**config.mk**
```make
export PLATFORM = sky130hd
export DESIGN_NAME = spi_frame_exchange_with_end_marker_flat
export DESIGN_NICKNAME = d
export VERILOG_FILES = /design/src/hw/rtl/sfx_pkg.sv /design/src/hw/rtl/sfx_rx_if.sv /design/src/hw/rtl/sfx_tx_if.sv /design/src/hw/rtl/spi_frame_exchange_with_end_marker.sv /design/src/hw/rtl/sfx_cmd_mem.sv /design/src/hw/rtl/sfx_framer.sv /design/src/flat_wrapper.sv
export SDC_FILE = /design/constraint.sdc
export NUM_CORES = 1
export LEC_CHECK = 0
export ABC_CLOCK_PERIOD_IN_PS = 7100
export BUFFER_PORTS_ARGS = -buffer_cell sky130_fd_sc_hd__buf_2
export CORE_MARGIN = 2
export CORE_UTILIZATION = 59
export CTS_CLUSTER_SIZE = 16
export DETAILED_ROUTE_END_ITERATION = 10
export HOLD_SLACK_MARGIN = 0.1
export PLACE_DENSITY = 0.78
export SETUP_SLACK_MARGIN = 0.05
export SLEW_MARGIN = 10
export SYNTH_ARGS = -nofsm -noshare
export SYNTH_HDL_FRONTEND = slang
export SYNTH_SLANG_ARGS = --single-unit
```
**constraint.sdc**
```tcl
create_clock -name clk -period 7.1 [get_ports clk]
set_input_delay 1.065 -clock clk [delete_from_list [all_inputs] [get_ports clk]]
set_output_delay 1.065 -clock clk [all_outputs]
set_load 0.03 [all_outputs]
```
**src/hw/rtl/sfx_pkg.sv**
```systemverilog
// ----------------------------------------------------------------------------
// sfx_pkg: shared types and constants
// Frame geometry, status codes and stage records for the SPI frame exchanger.
// ----------------------------------------------------------------------------
`default_nettype none

package sfx_pkg;

  // frame geometry
  localparam int FRAME_LENGTH   = 18;
  localparam int BUFFER_DEPTH   = FRAME_LENGTH - 1;
  localparam int WORD_COUNT     = 8;
  localparam int FEEDBACK_COUNT = 6;
  localparam int DECODE_FIRST   = 2;
  localparam int DECODE_LAST    = DECODE_FIRST + 2 * FEEDBACK_COUNT - 1;

  localparam int COUNT_W = $clog2(FRAME_LENGTH);
  localparam int WIDX_W  = $clog2(WORD_COUNT);
  localparam int FBIDX_W = $clog2(FEEDBACK_COUNT);

  localparam logic [7:0] END_MARKER = 8'hAA;

  // per-transaction status reported on the result channel
  typedef enum logic [1:0] {
    ST_COLLECTING = 2'd0,
    ST_COMPLETE   = 2'd1,
    ST_EARLY      = 2'd2,
    ST_MISSING    = 2'd3
  } frame_status_t;

  typedef logic [FEEDBACK_COUNT-1:0][15:0] feedback_t;

  // reply selection carried alongside the command memory read
  typedef struct packed {
    frame_status_t status;
    logic          lo_byte;
    logic          marker;
  } step_t;

endpackage

`default_nettype wire

```
**src/hw/rtl/sfx_rx_if.sv**
```systemverilog
// ----------------------------------------------------------------------------
// sfx_rx_if: receive byte channel
// Valid/ready channel carrying one byte received from the SPI master.
// ----------------------------------------------------------------------------
`default_nettype none

interface sfx_rx_if;
  logic       valid;
  logic       ready;
  logic [7:0] rx_byte;

  modport source (output valid, output rx_byte, input ready);
  modport sink   (input valid, input rx_byte, output ready);
endinterface

`default_nettype wire

```
**src/hw/rtl/sfx_tx_if.sv**
```systemverilog
// ----------------------------------------------------------------------------
// sfx_tx_if: result channel
// Valid/ready channel carrying the reply byte, frame status and feedback.
// ----------------------------------------------------------------------------
`default_nettype none

interface sfx_tx_if;
  logic        valid;
  logic        ready;
  logic [7:0]  tx_byte;
  logic [1:0]  frame_status;
  logic [15:0] roll_attitude;
  logic [15:0] pitch_attitude;
  logic [15:0] yaw_attitude;
  logic [15:0] roll_rate;
  logic [15:0] pitch_rate;
  logic [15:0] yaw_rate;

  modport source (output valid, output tx_byte, output frame_status,
                  output roll_attitude, output pitch_attitude, output yaw_attitude,
                  output roll_rate, output pitch_rate, output yaw_rate,
                  input ready);
  modport sink   (input valid, input tx_byte, input frame_status,
                  input roll_attitude, input pitch_attitude, input yaw_attitude,
                  input roll_rate, input pitch_rate, input yaw_rate,
                  output ready);
endinterface

`default_nettype wire

```
**src/hw/rtl/spi_frame_exchange_with_end_marker.sv**
```systemverilog
// ----------------------------------------------------------------------------
// spi_frame_exchange_with_end_marker: SPI slave frame exchanger
// Collects received bytes into frames closed by a double 0xAA end marker,
// decodes six feedback words and returns the command frame reply byte.
//
//   channel  dir  handshake       payload
//   rx       in   valid / ready   rx_byte
//   tx       out  valid / ready   tx_byte, frame_status, six feedback words
//   cfg      in   cfg_we          cfg_index, cfg_data (command words 0..7)
//
// One transaction per clock while tx is not stalled; the result goes
// through the registered command memory read and the output register.
// Reset (synchronous) clears count, marker flag, feedback words and the
// command written flags (words read as zero). A stalled tx holds the
// result; rx keeps accepting until the read stage and output register are both full.
// ----------------------------------------------------------------------------
`default_nettype none

module spi_frame_exchange_with_end_marker (
  input  wire logic                       clk,
  input  wire logic                       rst,
  input  wire logic                       cfg_we,
  input  wire logic [sfx_pkg::WIDX_W-1:0] cfg_index,
  input  wire logic [15:0]                cfg_data,
  sfx_rx_if.sink                          rx,
  sfx_tx_if.source                        tx
);

  logic               in_fire;
  logic               s1_adv;
  logic               s1_valid;
  sfx_pkg::step_t     step;
  sfx_pkg::step_t     s1_step;
  sfx_pkg::feedback_t feedback_next;
  sfx_pkg::feedback_t s1_fb;
  logic [sfx_pkg::WIDX_W-1:0] rd_addr;
  logic [15:0]        rd_data;
  logic [7:0]         reply;
  logic               out_valid;
  logic [7:0]         out_byte;
  sfx_pkg::frame_status_t out_status;
  sfx_pkg::feedback_t out_fb;

  // handshake
  assign s1_adv   = !out_valid || tx.ready;
  assign rx.ready = !s1_valid || s1_adv;
  assign in_fire  = rx.valid && rx.ready;

  sfx_framer u_framer (
    .clk           (clk),
    .rst           (rst),
    .fire          (in_fire),
    .rx_byte       (rx.rx_byte),
    .step          (step),
    .rd_addr       (rd_addr),
    .feedback_next (feedback_next)
  );

  sfx_cmd_mem u_cmd_mem (
    .clk     (clk),
    .rst     (rst),
    .wr_en   (cfg_we),
    .wr_addr (cfg_index),
    .wr_data (cfg_data),
    .rd_en   (in_fire),
    .rd_addr (rd_addr),
    .rd_data (rd_data)
  );

  // read stage: waits for the command word
  always_ff @(posedge clk) begin
    if (rst) begin
      s1_valid <= 1'b0;
    end else if (in_fire) begin
      s1_valid <= 1'b1;
    end else if (s1_adv) begin
      s1_valid <= 1'b0;
    end
  end

  always_ff @(posedge clk) begin
    if (in_fire) begin
      s1_step <= step;
      s1_fb   <= feedback_next;
    end
  end

  // reply byte: marker tail or one half of the command word
  always_comb begin
    if (s1_step.marker) begin
      reply = sfx_pkg::END_MARKER;
    end else if (s1_step.lo_byte) begin
      reply = rd_data[7:0];
    end else begin
      reply = rd_data[15:8];
    end
  end

  // output register
  always_ff @(posedge clk) begin
    if (rst) begin
      out_valid <= 1'b0;
    end else if (s1_adv) begin
      out_valid <= s1_valid;
    end
  end

  always_ff @(posedge clk) begin
    if (s1_adv && s1_valid) begin
      out_byte   <= reply;
      out_status <= s1_step.status;
      out_fb     <= s1_fb;
    end
  end

  assign tx.valid          = out_valid;
  assign tx.tx_byte        = out_byte;
  assign tx.frame_status   = out_status;
  assign tx.roll_attitude  = out_fb[0];
  assign tx.pitch_attitude = out_fb[1];
  assign tx.yaw_attitude   = out_fb[2];
  assign tx.roll_rate      = out_fb[3];
  assign tx.pitch_rate     = out_fb[4];
  assign tx.yaw_rate       = out_fb[5];

endmodule

`default_nettype wire

```
**src/hw/rtl/sfx_cmd_mem.sv**
```systemverilog
// ----------------------------------------------------------------------------
// sfx_cmd_mem: command word memory
// Eight 16-bit command words, written by the configuration port and read
// through a register. Unwritten words read as zero.
// ----------------------------------------------------------------------------
`default_nettype none

module sfx_cmd_mem (
  input  wire logic                      clk,
  input  wire logic                      rst,
  input  wire logic                      wr_en,
  input  wire logic [sfx_pkg::WIDX_W-1:0] wr_addr,
  input  wire logic [15:0]               wr_data,
  input  wire logic                      rd_en,
  input  wire logic [sfx_pkg::WIDX_W-1:0] rd_addr,
  output      logic [15:0]               rd_data
);

  logic [15:0]                     words [sfx_pkg::WORD_COUNT];
  logic [sfx_pkg::WORD_COUNT-1:0]  written;

  // per-word written flags, cleared by reset so words read as zero
  always_ff @(posedge clk) begin
    if (rst) begin
      written <= '0;
    end else if (wr_en) begin
      written[wr_addr] <= 1'b1;
    end
  end

  // storage
  always_ff @(posedge clk) begin
    if (wr_en) begin
      words[wr_addr] <= wr_data;
    end
  end

  // registered read, held while no new read is issued
  always_ff @(posedge clk) begin
    if (rd_en) begin
      rd_data <= written[rd_addr] ? words[rd_addr] : 16'h0000;
    end
  end

endmodule

`default_nettype wire

```
**src/hw/rtl/sfx_framer.sv**
```systemverilog
// ----------------------------------------------------------------------------
// sfx_framer: receive framing
// Byte count, end marker detection, capture of the feedback bytes and the
// decoded feedback words. Works out the reply index for each transaction.
// ----------------------------------------------------------------------------
`default_nettype none

module sfx_framer (
  input  wire logic                       clk,
  input  wire logic                       rst,
  input  wire logic                       fire,
  input  wire logic [7:0]                 rx_byte,
  output      sfx_pkg::step_t             step,
  output      logic [sfx_pkg::WIDX_W-1:0] rd_addr,
  output      sfx_pkg::feedback_t         feedback_next
);

  logic [sfx_pkg::COUNT_W-1:0] count;
  logic [sfx_pkg::COUNT_W-1:0] count_next;
  logic                        prev_marker;
  logic                        prev_marker_next;
  logic                        is_end;
  logic                        full;
  logic                        capture;
  logic [sfx_pkg::COUNT_W-1:0] dec_off;
  logic [15:0]                 staging [sfx_pkg::FEEDBACK_COUNT];
  sfx_pkg::feedback_t          feedback;
  sfx_pkg::feedback_t          staged;

  // marker pairing and frame decision
  always_comb begin
    is_end           = (rx_byte == sfx_pkg::END_MARKER) && prev_marker;
    prev_marker_next = (rx_byte == sfx_pkg::END_MARKER) && !prev_marker;
    full             = count >= sfx_pkg::COUNT_W'(sfx_pkg::BUFFER_DEPTH);
    priority if (!full && !is_end) begin
      step.status = sfx_pkg::ST_COLLECTING;
      count_next  = count + sfx_pkg::COUNT_W'(1);
    end else if (full && is_end) begin
      step.status = sfx_pkg::ST_COMPLETE;
      count_next  = '0;
    end else if (is_end) begin
      step.status = sfx_pkg::ST_EARLY;
      count_next  = '0;
    end else begin
      step.status = sfx_pkg::ST_MISSING;
      count_next  = '0;
    end
    step.lo_byte = count_next[0];
    step.marker  = count_next >= sfx_pkg::COUNT_W'(2 * sfx_pkg::WORD_COUNT);
    rd_addr      = count_next[sfx_pkg::WIDX_W:1];
  end

  // bytes of the feedback words are caught as they arrive
  always_comb begin
    dec_off = count - sfx_pkg::COUNT_W'(sfx_pkg::DECODE_FIRST);
    capture = (step.status == sfx_pkg::ST_COLLECTING)
           && (count >= sfx_pkg::COUNT_W'(sfx_pkg::DECODE_FIRST))
           && (count <= sfx_pkg::COUNT_W'(sfx_pkg::DECODE_LAST));
    for (int k = 0; k < sfx_pkg::FEEDBACK_COUNT; k++) begin
      staged[k] = staging[k];
    end
    feedback_next = (step.status == sfx_pkg::ST_COMPLETE) ? staged : feedback;
  end

  // count and marker flag
  always_ff @(posedge clk) begin
    if (rst) begin
      count       <= '0;
      prev_marker <= 1'b0;
    end else if (fire) begin
      count       <= count_next;
      prev_marker <= prev_marker_next;
    end
  end

  // staging words, high byte at even offset
  always_ff @(posedge clk) begin
    if (fire && capture) begin
      if (dec_off[0]) begin
        staging[dec_off[sfx_pkg::FBIDX_W:1]][7:0]  <= rx_byte;
      end else begin
        staging[dec_off[sfx_pkg::FBIDX_W:1]][15:8] <= rx_byte;
      end
    end
  end

  // decoded feedback words
  always_ff @(posedge clk) begin
    if (rst) begin
      feedback <= '0;
    end else if (fire) begin
      feedback <= feedback_next;
    end
  end

endmodule

`default_nettype wire
```
**src/flat_wrapper.sv**
```systemverilog
// flat-port wrapper written by rule: the top's interface ports become plain ports
module spi_frame_exchange_with_end_marker_flat 
  (clk, rst, cfg_we, cfg_index, cfg_data, rx_valid, rx_rx_byte, rx_ready, tx_valid, tx_tx_byte, tx_frame_status, tx_roll_attitude, tx_pitch_attitude, tx_yaw_attitude, tx_roll_rate, tx_pitch_rate, tx_yaw_rate, tx_ready);
  sfx_rx_if rx_i ();
  sfx_tx_if tx_i ();
  input  wire logic clk;
  input  wire logic rst;
  input  wire logic cfg_we;
  input  wire logic [sfx_pkg::WIDX_W-1:0] cfg_index;
  input  wire logic [15:0] cfg_data;
  input wire logic [$bits(rx_i.valid)-1:0] rx_valid;
  input wire logic [$bits(rx_i.rx_byte)-1:0] rx_rx_byte;
  output wire logic [$bits(rx_i.ready)-1:0] rx_ready;
  output wire logic [$bits(tx_i.valid)-1:0] tx_valid;
  output wire logic [$bits(tx_i.tx_byte)-1:0] tx_tx_byte;
  output wire logic [$bits(tx_i.frame_status)-1:0] tx_frame_status;
  output wire logic [$bits(tx_i.roll_attitude)-1:0] tx_roll_attitude;
  output wire logic [$bits(tx_i.pitch_attitude)-1:0] tx_pitch_attitude;
  output wire logic [$bits(tx_i.yaw_attitude)-1:0] tx_yaw_attitude;
  output wire logic [$bits(tx_i.roll_rate)-1:0] tx_roll_rate;
  output wire logic [$bits(tx_i.pitch_rate)-1:0] tx_pitch_rate;
  output wire logic [$bits(tx_i.yaw_rate)-1:0] tx_yaw_rate;
  input wire logic [$bits(tx_i.ready)-1:0] tx_ready;
  assign rx_i.valid = rx_valid;
  assign rx_i.rx_byte = rx_rx_byte;
  assign rx_ready = rx_i.ready;
  assign tx_valid = tx_i.valid;
  assign tx_tx_byte = tx_i.tx_byte;
  assign tx_frame_status = tx_i.frame_status;
  assign tx_roll_attitude = tx_i.roll_attitude;
  assign tx_pitch_attitude = tx_i.pitch_attitude;
  assign tx_yaw_attitude = tx_i.yaw_attitude;
  assign tx_roll_rate = tx_i.roll_rate;
  assign tx_pitch_rate = tx_i.pitch_rate;
  assign tx_yaw_rate = tx_i.yaw_rate;
  assign tx_i.ready = tx_ready;
  spi_frame_exchange_with_end_marker u_core (.clk(clk), .rst(rst), .cfg_we(cfg_we), .cfg_index(cfg_index), .cfg_data(cfg_data), .rx(rx_i), .tx(tx_i));
endmodule
```
==> metrics.md, run 1 <==
| Metric | Value |
|---|---|
| Worst-Skew Late Latency | `approximately 0.58 ns` |
| Vias | `slightly above 10,000` |
| Antenna violations before repair | `2` |
| Initial Util | `about three fifths` |
| CP endpoint kind | `register` |
| Tmin final | `4.15 ns` |
| Crit Path Max Fanout | `35` |
| CP startpoint kind | `input pin` |
| Gr busiest metal | `met2` |
| Synthesized area | `19,900 sq um` |
| Max-cap violations | `0` |
| Arr. time, crit path | `4.47 ns` |
| Worst-path cell chain | `buf_2, nor4bb_1, and3_1, inv_2, ha_1, nand2b_2, buf_4, mux4_2, nor2b_1, buf_4, a32o_1` |
| Setup Viol. Count Final | `0` |
| Final Skew | `0.0236 ns` |
| VDD IR max | `0.000244 V` |
| RSZ-0062 raised after global routing | `false` |
| GR Util All Layers | `a little over a fifth` |
| Vias in the first global route | `10,536` |
| Area Overhead vs Synth | `15.3%` |
| Hold Path Class | `register to register` |
| Drt total wl | `approximately 38 mm` |
| Top_reg_cell synth | `edfxtp_1` |
| Routing usage on met3 | `between 3 and 4%` |
| CTS tree | `yes` |
| Synth area leader | `edfxtp_1` |
| EDFF count, synth | `roughly 450` |
| Kind of critical path | `input pin to register` |
| Clock sink count | `558` |
| Synth Instances | `about 1,200` |
| GP Congestion | `0.767` |
| Slowest CP cell | `mux4_2` |
| Post-layout net count | `between 1,000 and 1,500` |
| Initial DRC count | `888` |
| Full die area | `around 35,000 sq um` |
| Dpl hpwl | `around 22 mm` |
| Post-route cell area | `around 23,000 sq um` |
| F_max | `241 MHz` |
| Vias per cell | `around 5.7` |
| Clk slew on worst S/H paths | `about 0.06 ns` |
| Worst setup margin | `slightly below 3 ns` |
| Htree depth | `2` |
| Cell variety after synth | `40` |
| Avg Cell Area, Syn | `around 17 sq um` |
| Leakage | `8.14 nW` |
| PortBufs | `about 140` |
| Post-synth top area share | `67.4%` |
| Outcome | `finished, final reports clean` |
| Share of flip-flops with an asynchronous set or reset | `0%` |
| CTS Buf Count | `approximately 50` |
| Final period util | `between 50% and 60%` |
| Pre-CTS WS | `between 2 and 2.5 ns` |
| P per Cell Area | `300 nW/um^2` |
| YS warnings | `0` |
| DRT Pass-1 Iters | `7` |
| Core area | `around 33,000 sq um` |
| I/O Pins | `140` |
| # hold bufs at CTS | `0` |
| Die Wd | `about 190 um` |
| Synthesized Nets | `around 1,200` |
| Antenna-violating nets left | `0` |
| Share of layout cells above drive strength 1 | `20.8%` |
| Most frequent CP cell | `buf_4` |
| WL/cell | `around 21 um` |
| Rows | `67` |
| Placed Area | `~21,000 sq um` |
| Top-count cell post-synth | `edfxtp_1` |
| Slew HR | `between 20 and 25%` |
| #FFs+latches synth | `558` |
| Sequential area share after synthesis | `78.7%` |
| DIE HEIGHT | `~190 um` |
| Largest net degree at the start of global routing | `75` |
| Worst slew pin tran | `1.18 ns` |
| Root buf cell | `clkbuf_16` |
| Area contributors post-synth | `edfxtp_1 (67%), dfxtp_1 (11%), mux2_1 (5.4%)` |
| Grt ovf | `0` |
| Met2 usage | `around two fifths` |
| Delay of the slowest cell on the worst path | `roughly 0.57 ns` |
| Postcts setup bufs | `0` |
| Final Util | `68.7%` |
| # resized after CTS | `0` |
| Commonest cells in the netlist | `edfxtp_1 (446), nand2_1 (202), dfxtp_1 (112)` |
| Max-slew violations | `0` |
| Total negative setup slack | `0 ns` |
| Residual DRC | `0` |
| Critical Path RT | `roughly 7.4 ns` |
| First-pass GRT wire length | `58.8 mm` |
| Clock Path Buffers | `3` |
| Met1 Usage GRT | `about 28%` |
| Final hold viol count | `0` |
==> logic make-up (layout without fill, tap and decap cells) <==
kind of cell	count (synthesis)	in the layout	share of synthesized area (%)
flops	558	558	78.7
simple gates	280	280	5.82
mux	135	135	9.61
compound gates	127	127	3.64
buf+inv	63	258	1.54
fa+ha+maj	7	7	0.441
xor+xnor	5	5	0.221
other cells	0	1	0
==> critical path, delay by kind of cell <==
family,cells,cell delay (ns)
compound gates,1,0.21
mux,1,0.57
buf+inv,4,1.23
simple gates,4,1.12
fa+ha+maj,1,0.26
==> per-layer routing <==
layer / share of wire, % / wire length, um
met1: 39 / 15100
met5: 0.034 / 13
met2: 52 / 19800
met4: 3.2 / 1210
met3: 5.5 / 2100
==> worst paths after layout <==
path              cells after the start  slack [ns]                     start                          end
setup / recovery                     11        2.95             rx_rx_byte[3]  u_core.u_cmd_mem.rd_data[5]
hold / removal                        0        0.40          u_core.s1_fb[11]  u_core.tx.roll_attitude[11]
setup reg to reg                     12        3.14  u_core.u_framer.count[1]  u_core.u_cmd_mem.rd_data[5]
hold reg to reg                       0        0.40          u_core.s1_fb[11]  u_core.tx.roll_attitude[11]
==> flip-flops by register name, indices dropped and copies added, names as in the netlist, 8 cells and up <==
| signal | flops |
|---|---|
| u_core.u_framer.staging | 96 |
| u_core.tx.roll_attitude | 16 |
| u_core.s1_fb | 96 |
| u_core.u_framer.feedback | 96 |
| u_core.tx.roll_rate | 16 |
| u_core.u_cmd_mem.words | 128 |
| u_core.tx.tx_byte | 8 |
| u_core.u_cmd_mem.rd_data | 16 |
| u_core.tx.pitch_rate | 16 |
| u_core.tx.pitch_attitude | 16 |
| u_core.u_cmd_mem.written | 8 |
| u_core.tx.yaw_rate | 16 |
| u_core.tx.yaw_attitude | 16 |
==> layout by cell type, fill, tap and decap left out, drive strengths merged <==
cell,synthesis,final
edfxtp,446,446
nand2,203,203
buf,25,154
dfxtp,112,112
a21oi,104,104
mux2,96,96
clkbuf,27,69
nor2,37,37
mux4,34,34
a22o,15,15
clkinv,0,14
nor3,13,13
bufinv,0,10
inv,8,10
nor2b,9,9
ha,7,7
nand2b,6,6
mux2i,5,5
a211o,4,4
xor2,3,3
nor4,3,3
nor4bb,2,2
xnor2,2,2
nand3,2,2
diode,0,1
o31a,1,1
and3,1,1
nand3b,1,1
a211oi,1,1
or3,1,1
a32o,1,1
and2,1,1
o21ba,1,1
and4b,1,1
clkinvlp,0,1
==> metrics by stage <==
step	cells	total power, mW	hold slack [ns]
4_1_cts	1818	6.92	0.408
3_3_place_gp	1722	3.97	0.402
6_report	1819	6.88	0.401
3_5_place_dp	1722	3.98	0.405
5_1_grt	1818	7.06	0.422
2_1_floorplan	1175	3.89	0.400
==> layout make-up <==
cell class	instances	area, sq um
fill	2121	10500
clock inverter	27	425
sequential	558	15600
inverter	8	32.5
timing repair buffer	154	811
antenna	1	2.50
clock buffer	69	1440
multi-input combinational	554	4000
tap	448	561
==> power breakdown <==
group	leakage [nW]	internal, mW	switching (mW)
combinational	2.11	0.0850	0.186
clock	0.904	1.79	1.17
sequential	5.13	3.61	0.0308
Note: power is estimated with default switching activity, not from simulation.
==> inputs of run 2 (changes only) <==
--- a/config.mk
+++ b/config.mk
@@ -5,14 +5,15 @@
 export SDC_FILE = /design/constraint.sdc
 export NUM_CORES = 1
 export LEC_CHECK = 0
-export ABC_CLOCK_PERIOD_IN_PS = 7100
+export ABC_AREA = 1
+export ABC_CLOCK_PERIOD_IN_PS = 4350
 export BUFFER_PORTS_ARGS = -buffer_cell sky130_fd_sc_hd__buf_2
 export CORE_MARGIN = 2
-export CORE_UTILIZATION = 59
+export CORE_UTILIZATION = 60
 export CTS_CLUSTER_SIZE = 16
 export DETAILED_ROUTE_END_ITERATION = 10
 export HOLD_SLACK_MARGIN = 0.1
-export PLACE_DENSITY = 0.78
+export PLACE_DENSITY = 0.79
 export SETUP_SLACK_MARGIN = 0.05
 export SLEW_MARGIN = 10
 export SYNTH_ARGS = -nofsm -noshare
==> constraint.sdc (replaced) <==
create_clock -name clk -period 4.35 [get_ports clk]
set_input_delay 0.6525 -clock clk [delete_from_list [all_inputs] [get_ports clk]]
set_output_delay 0.6525 -clock clk [all_outputs]
set_load 0.03 [all_outputs]
==> run 2 against run 1 <==
  * Setup slack worse by 2.1 ns
  * Critical path type is now register to register
  * Highest routed layer unchanged
  * Final cell count is 43% higher
  * Via count is 38% higher
  * Routed wire length is 18% higher
==> metrics.md, run 2 <==
| Metric | Value |
|---|---|
| Sequential area share after synthesis | `72.5% (was 78.7%)` |
| # fillers | `2,429 (was 2,121)` |
| Residual DRC | `0 (unchanged)` |
| Met1 Usage GRT | `30.6% (was 28.0%)` |
| GR Util All Layers | `24.1% (was 21.9%)` |
| Initial DRC count | `1,441 (was 888)` |
| Slew HR | `22.9% (was 21.4%)` |
| Final Skew | `0.0139 ns (was 0.0236 ns)` |
| Reg2Reg Launch Point | `u_core.u_framer.count[1] (unchanged)` |
| Routing usage on met3 | `4.38% (was 3.36%)` |
| Setup Viol. Count Final | `0 (unchanged)` |
| Final cell count without fillers | `2,596 (was 1,819)` |
| Placed Area | `22,600 sq um (was 21,000 sq um)` |
| EDFF count, synth | `446 (unchanged)` |
| DIE HEIGHT | `194 um (was 187 um)` |
| Root buf cell | `clkbuf_16 (unchanged)` |
| Postcts setup bufs | `0 (unchanged)` |
| Kind of critical path | `register to register (was input pin to register)` |
| Most frequent cells in the layout | `nand2_1 (629), edfxtp_1 (446), nor2_1 (239), nand3_1 (239), inv_1 (139) (was edfxtp_1 (446), nand2_1 (202), buf_2 (138))` |
| Leakage | `10.7 nW (was 8.14 nW)` |
| Outcome | `finished, final reports clean (unchanged)` |
| Share of layout cells above drive strength 1 | `11.7% (was 20.8%)` |
| Max-cap violations | `0 (unchanged)` |
| Post-synth top area share | `62.1% (was 67.4%)` |
| Largest net degree at the start of global routing | `225 (was 75)` |
| Area contributors post-synth | `edfxtp_1 (62%), nand2_1 (11%), dfxtp_1 (10%) (was edfxtp_1 (67%), dfxtp_1 (11%), mux2_1 (5.4%))` |
| Final Util | `68.4% (was 68.7%)` |
| WHS | `0.326 ns (was 0.401 ns)` |
| Clock Path Buffers | `3 (unchanged)` |
| Vias | `14,175 (was 10,290)` |
| # resized after CTS | `0 (unchanged)` |
| Commonest cells in the netlist | `nand2_1 (630), edfxtp_1 (446), nor2_1 (247) (was edfxtp_1 (446), nand2_1 (202), dfxtp_1 (112))` |
| YS warnings | `0 (unchanged)` |
| Rows | `69 (was 67)` |
| DRT Pass-1 Iters | `5 (was 7)` |
| Worst-Skew Late Latency | `0.59 ns (was 0.58 ns)` |
| Synth Instances | `1,974 (was 1,175)` |
| Met2 usage | `42.0% (was 38.2%)` |
| Clk slew on worst S/H paths | `0.06 ns (about the same)` |
| Critical Path RT | `4.69 ns (was 7.42 ns)` |
| Cell variety after synth | `26 (was 40)` |
| Clock sink count | `558 (unchanged)` |
| Htree depth | `2 (unchanged)` |
| Drt total wl | `45.0 mm (was 38.2 mm)` |
| Antenna-violating nets left | `0 (unchanged)` |
| F_max | `284 MHz` |
| Largest register FFs | `128 (unchanged)` |
| #FFs+latches synth | `558 (unchanged)` |
| Placed Cells | `2,497 (was 1,722)` |
| Worst Hold Path EP | `u_core.u_cmd_mem.words[6][5] (was u_core.tx.roll_attitude[11])` |
| Crit Path Max Fanout | `56 (was 35)` |
| Area Overhead vs Synth | `12.5% (was 15.3%)` |
| I/O Pins | `140 (unchanged)` |
| Post-layout net count | `2,130 (was 1,366)` |
| RSZ-0062 raised after global routing | `false (unchanged)` |
| Reg2reg path depth | `18 (was 12)` |
| Dpl hpwl | `26.3 mm (was 21.5 mm)` |
| Vias per cell | `5.46 (was 5.66)` |
| Gr busiest metal | `met2 (unchanged)` |
| Max-slew violations | `0 (unchanged)` |
| CP startpoint kind | `register (was input pin)` |
| Avg Cell Area, Syn | `10.9 sq um (was 16.9 sq um)` |
| Top_reg_cell synth | `edfxtp_1 (unchanged)` |
| Full die area | `37,500 sq um (was 35,100 sq um)` |
| PortBufs | `139 (unchanged)` |
| Grt ovf | `0 (unchanged)` |
| Top-count cell post-synth | `nand2_1 (was edfxtp_1)` |
| Die Wd | `194 um (was 187 um)` |
| Core area | `35,500 sq um (was 33,400 sq um)` |
| Synthesized area | `21,600 sq um (was 19,900 sq um)` |
| First-pass GRT wire length | `71.5 mm (was 58.8 mm)` |
| GP Congestion | `0.844 (was 0.767)` |
| Most common cell after layout, fill and taps aside | `nand2_1 (was edfxtp_1)` |
| Diode count | `0 (was 1)` |
| Sequential share of power | `52.7% (was 53.0%)` |
| Initial Util | `60.8% (was 59.5%)` |
| Share of flip-flops with an asynchronous set or reset | `0% (unchanged)` |
| Sw frac | `23.7% (was 20.1%)` |
| # hold bufs at CTS | `0 (unchanged)` |
| Synth area leader | `edfxtp_1 (unchanged)` |
| Hold_sp | `cfg_data[5] (was u_core.s1_fb[11])` |
| Arr. time, crit path | `3.87 ns (was 4.47 ns)` |
| Biggest register | `u_core.u_cmd_mem.words (unchanged)` |
| CTS Buf Count | `53 (was 51)` |
| Pre-CTS WS | `0.895 ns (was 2.47 ns)` |
| Hold Path Depth | `1 (was 0)` |
| Total negative setup slack | `0 ns (unchanged)` |
| Synthesized Nets | `2,013 (was 1,214)` |
| Tmin final | `approximately 3.5 ns` |
| Antenna violations before repair | `1 (was 2)` |
| Final hold viol count | `0 (unchanged)` |
| Worst slew pin tran | `1.16 ns (was 1.18 ns)` |
| Power consumption | `11.7 mW (was 6.88 mW)` |
| P per Cell Area | `481 nW/um^2 (was 300 nW/um^2)` |
| Reg2reg setup slack | `0.82 ns (was 3.14 ns)` |
| Post-route cell area | `24,300 sq um (was 22,900 sq um)` |
| Vias in the first global route | `13,833 (was 10,536)` |
| Hold Path Class | `input pin to register (was register to register)` |
| CP endpoint kind | `register (unchanged)` |
| Reg-to-reg endpoint | `u_core.u_cmd_mem.rd_data[2] (was u_core.u_cmd_mem.rd_data[5])` |
| Cell internal pwr | `8.90 mW (was 5.49 mW)` |
| WL/cell | `17.3 um (was 21.0 um)` |
| VDD IR max | `0.000387 V (was 0.000244 V)` |
| Combinational Power Share | `8.9% (was 3.9%)` |
| Clock network fraction of total power | `38.4% (was 43.1%)` |
| CTS tree | `yes (unchanged)` |
| Sw Pwr | `2.76 mW (was 1.39 mW)` |
| Worst setup margin | `0.823 ns (was 2.95 ns)` |
| Final period util | `between 80% and 90%` |
-- run 2: logic make-up after synthesis --
family,count (synthesis),synth area share (%)
AOI/OAI and AO/OA,25,0.615
xor gates and xnor gates,3,0.157
adders and majority gates,7,0.406
buffers and inverters,240,4.77
DFF,558,72.5
and+or+nand+nor,1141,21.6
-- run 2: worst max-delay path, cell delays in order, from the launching register on --
cell,delay (ns)
dfxtp_1,0.40
inv_1,0.22
ha_1,0.23
nand2_1,0.08
nor2_1,0.23
nand2_1,0.08
nand2_1,0.09
ha_1,0.17
buf_4,0.39
nand2_2,0.31
buf_12,0.29
nand2_1,0.08
nand2_1,0.05
nand2_1,0.05
nand2_1,0.06
nand4_1,0.08
nand2_2,0.24
nand2_1,0.15
inv_1,0.06
-- run 2: power by group through the flow --
stage	Sequential (mW)	Combinational [mW]	Clock, mW
after global routing	6.17	1.16	4.77
after detailed placement	6.26	1.02	0
after global placement	6.25	0.970	0
after CTS	6.15	1.03	4.54
final	6.15	1.04	4.48
after floorplan	6.34	0.636	0
-- run 2: metal layers --
metal | routed length (um) | share of wire (%)
met1 | 17500 | 39
met2 | 23300 | 52
met3 | 2970 | 6.6
met4 | 1150 | 2.6
met5 | 13 | 0.029
-- run 2: final cells by class --
class	count	area [sq um]	share of cell area (%)
clock buffers	69	1440	5.93
clock inverters	30	246	1.02
flip-flops and latches	558	15600	64.4
repair buffers	158	866	3.57
multi-input cells	1176	4950	20.4
inverters	144	548	2.26
well taps	461	577	2.38
-- run 2: worst max path at each step --
stage	from	end	slack (ns)
floorplan	tx_ready	u_core.tx.frame_status[0]	0.11
global placement	rx_rx_byte[0]	u_core.u_cmd_mem.rd_data[8]	1.02
detailed placement	rx_rx_byte[5]	u_core.u_cmd_mem.rd_data[2]	0.89
CTS	u_core.u_framer.count[1]	u_core.u_cmd_mem.rd_data[2]	0.88
global route	u_core.u_framer.count[1]	u_core.u_cmd_mem.rd_data[5]	0.54
finish	u_core.u_framer.count[1]	u_core.u_cmd_mem.rd_data[2]	0.82
==> inputs of run 3 (changes only) <==
--- a/config.mk
+++ b/config.mk
@@ -5,15 +5,15 @@
 export SDC_FILE = /design/constraint.sdc
 export NUM_CORES = 1
 export LEC_CHECK = 0
-export ABC_AREA = 1
-export ABC_CLOCK_PERIOD_IN_PS = 4350
+export ABC_AREA = 0
+export ABC_CLOCK_PERIOD_IN_PS = 3300
 export BUFFER_PORTS_ARGS = -buffer_cell sky130_fd_sc_hd__buf_2
 export CORE_MARGIN = 2
-export CORE_UTILIZATION = 60
+export CORE_UTILIZATION = 59
 export CTS_CLUSTER_SIZE = 16
 export DETAILED_ROUTE_END_ITERATION = 10
 export HOLD_SLACK_MARGIN = 0.1
-export PLACE_DENSITY = 0.79
+export PLACE_DENSITY = 0.78
 export SETUP_SLACK_MARGIN = 0.05
 export SLEW_MARGIN = 10
 export SYNTH_ARGS = -nofsm -noshare
==> constraint.sdc (replaced) <==
create_clock -name clk -period 3.3 [get_ports clk]
set_input_delay 0.495 -clock clk [delete_from_list [all_inputs] [get_ports clk]]
set_output_delay 0.495 -clock clk [all_outputs]
set_load 0.03 [all_outputs]
==> run 3 against run 2 <==
  * Setup slack got worse by 0.56 ns
  * Non-clock buffer count rose by 32
  * Clock power rose by 24%
  * Flip-flop and latch count stayed put
  * Die area shrank 6.2%
  * Largest power group unchanged
  * Sequential power rose by 27%
  * Critical endpoint is now u_core.u_framer.staging[1][6]
  * Highest routed layer is now met4
==> metrics.md, run 3 (synthesized netlist as in run 1, its figures left out) <==
| Metric | Value |
|---|---|
| Antenna-violating nets left | `0 (unchanged)` |
| Root buf cell | `clkbuf_16 (unchanged)` |
| Dpl hpwl | `21.3 mm (was 26.3 mm)` |
| Htree depth | `2 (unchanged)` |
| CP endpoint kind | `register (unchanged)` |
| Worst-path cell chain | `ha_1, nor2b_1, o31a_1, inv_2, ha_1, buf_4, nand2b_1, nor4_1, nand2_1, nor3_1, buf_4 (was inv_1, ha_1, nand2_1, nor2_1, nand2_1, nand2_1, ha_1, buf_4, nand2_2, buf_12, nand2_1, nand2_1, nand2_1, nand2_1, nand4_1, nand2_2, nand2_1, inv_1)` |
| Hold Path Depth | `3 (was 1)` |
| Full die area | `35,100 sq um (was 37,500 sq um)` |
| Max-cap violations | `0 (unchanged)` |
| Area Overhead vs Synth | `15.9% (was 12.5%)` |
| GP Congestion | `0.748 (was 0.844)` |
| Biggest register | `u_core.u_cmd_mem.words (unchanged)` |
| Crit path max-delay family | `simple AND/OR/NAND/NOR gates (unchanged)` |
| Slowest CP cell | `dfxtp_1 (unchanged)` |
| Largest register FFs | `128 (unchanged)` |
| First-pass GRT wire length | `57.1 mm (was 71.5 mm)` |
| Setup Viol. Count Final | `0 (unchanged)` |
| Diode count | `0 (unchanged)` |
| CTS tree | `yes (unchanged)` |
| Delay of the slowest cell on the worst path | `0.39 ns (was 0.40 ns)` |
| Placed Area | `21,400 sq um (was 22,600 sq um)` |
| Vias per cell | `5.56 (was 5.46)` |
| F_max | `329 MHz (was 284 MHz)` |
| Clock Path Buffers | `3 (unchanged)` |
| Post-route cell area | `23,000 sq um (was 24,300 sq um)` |
| Clk slew on worst S/H paths | `0.06 ns (about the same)` |
| DRT Pass-1 Iters | `5 (unchanged)` |
| Vias | `10,292 (was 14,175)` |
| Grt ovf | `0 (unchanged)` |
| Drt total wl | `37.0 mm (was 45.0 mm)` |
| Die Wd | `187 um (was 194 um)` |
| P per Cell Area | `608 nW/um^2 (was 481 nW/um^2)` |
| VDD IR max | `0.000559 V (was 0.000387 V)` |
| CP startpoint kind | `register (unchanged)` |
| Power consumption | `14.0 mW (was 11.7 mW)` |
| Kind of critical path | `register to register (unchanged)` |
| CTS Buf Count | `51 (was 53)` |
| Most common cell after layout, fill and taps aside | `edfxtp_1 (was nand2_1)` |
| Vias in the first global route | `10,401 (was 13,833)` |
| WP buf/inv | `3 (was 4)` |
| WHS | `0.178 ns (was 0.326 ns)` |
| DIE HEIGHT | `187 um (was 194 um)` |
| Most frequent cells in the layout | `edfxtp_1 (446), nand2_1 (202), buf_2 (138) (was nand2_1 (629), edfxtp_1 (446), nor2_1 (239), nand3_1 (239), inv_1 (139))` |
| Worst slew pin tran | `1.07 ns (was 1.16 ns)` |
| GR Util All Layers | `21.2% (was 24.1%)` |
| Total negative setup slack | `0 ns (unchanged)` |
| Critical Path RT | `3.58 ns (was 4.69 ns)` |
| I/O Pins | `140 (unchanged)` |
| Worst-Skew Late Latency | `0.57 ns (was 0.59 ns)` |
| Antenna violations before repair | `0 (was 1)` |
| Final hold viol count | `0 (unchanged)` |
| Final Skew | `0.0147 ns (was 0.0139 ns)` |
| Residual DRC | `0 (unchanged)` |
| Outcome | `finished, final reports clean (unchanged)` |
| Reg2reg path depth | `11 (was 18)` |
| PortBufs | `139 (unchanged)` |
| Rows | `67 (was 69)` |
| Slew HR | `28.4% (was 22.9%)` |
| Post-layout net count | `1,402 (was 2,130)` |
| Max-slew violations | `0 (unchanged)` |
| Core area | `33,400 sq um (was 35,500 sq um)` |
| Crit Path Max Fanout | `9 (was 56)` |
| Initial DRC count | `827 (was 1,441)` |
| Initial Util | `59.5% (was 60.8%)` |
| Stages on worst setup path | `11 (was 18)` |
| RSZ-0062 raised after global routing | `false (unchanged)` |
| Share of layout cells above drive strength 1 | `21.9% (was 11.7%)` |
| Leakage | `8.24 nW (was 10.7 nW)` |
| Hold Path Class | `input pin to register (unchanged)` |
| Final period util | `92.0% (was 81.1%)` |
| WL/cell | `20.0 um (was 17.3 um)` |
| Clock sink count | `558 (unchanged)` |
| Largest net degree at the start of global routing | `122 (was 225)` |
| Tmin final | `3.04 ns (was 3.53 ns)` |
| Arr. time, crit path | `3.32 ns (was 3.87 ns)` |
==> run 3: cell count changes in the layout (fill, tap and decap cells not counted), moves of 11 or more <==
cell     delta
nor2_1    -203
o21ai_0    -11
mux4_2     +31
inv_1     -134
nand2_1   -427
nand4_1    -19
nand3_1   -238
mux2_1     +96
a22o_1     +15
a21oi_1    +94
buf_4      +24
==> run 3: final cells by class <==
class | instances | area [sq um]
tap | 448 | 561
clock buffer | 69 | 1380
sequential | 558 | 15600
timing repair buffer | 190 | 1210
fill | 2147 | 10400
clock inverter | 25 | 210
multi-input combinational | 554 | 3990
inverter | 8 | 32.5
==> run 3: path summary, 6_finish.rpt <==
check	from	to	slack (ns)
max reg2reg	u_core.u_framer.count[0]	u_core.u_framer.staging[1][6]	0.26
min reg2reg	u_core.s1_fb[84]	u_core.tx.yaw_rate[4]	0.41
min	rx_valid	u_core.s1_valid	0.18
max	u_core.u_framer.count[0]	u_core.u_framer.staging[1][6]	0.26
==> run 3: worst min-delay path, cell delays in order <==
cell and delay [ns]:
buf_2 0.11, inv_1 0.04, a21oi_1 0.05
==> run 3: repair_timing <==
action | in CTS | in global routing
setup endpoints to repair | 0 | 16
endpoints found under the hold margin | 0 | 0
gates resized for setup | 0 | 1
hold buffers | 0 | 0
buffers inserted | 0 | 1
==> run 3: routing by layer <==
layer | GRT usage, % | part of all wire (%) | wire (um) | vias to the layer above
met2 | 37.2 | 51 | 19000 | 314
met3 | 3.40 | 5.4 | 1980 | 70
met5 | 0 | 0 | 0 | -
li1 | - | - | - | 4756
met1 | 27.3 | 41 | 15100 | 5152
met4 | 6.60 | 2.3 | 868 | 0
==> run 3: stage by stage <==
| step | setup slack, ns | cells | util [%] |
|---|---|---|---|
| floorplan | 0.0389 | 1175 | - |
| global placement | 0.262 | 1757 | 64.2 |
| detailed placement | 0.182 | 1757 | 64.2 |
| CTS | 0.261 | 1851 | 68.9 |
| global route | 0.0686 | 1852 | 69.0 |
| finish | 0.264 | 1852 | 69.0 |
==> run 3: power breakdown <==
part | internal, mW | leakage (nW) | switching, mW
registers | 7.77 | 5.13 | 0.0588
logic | 0.208 | 2.33 | 0.413
clock network | 3.10 | 0.783 | 2.44
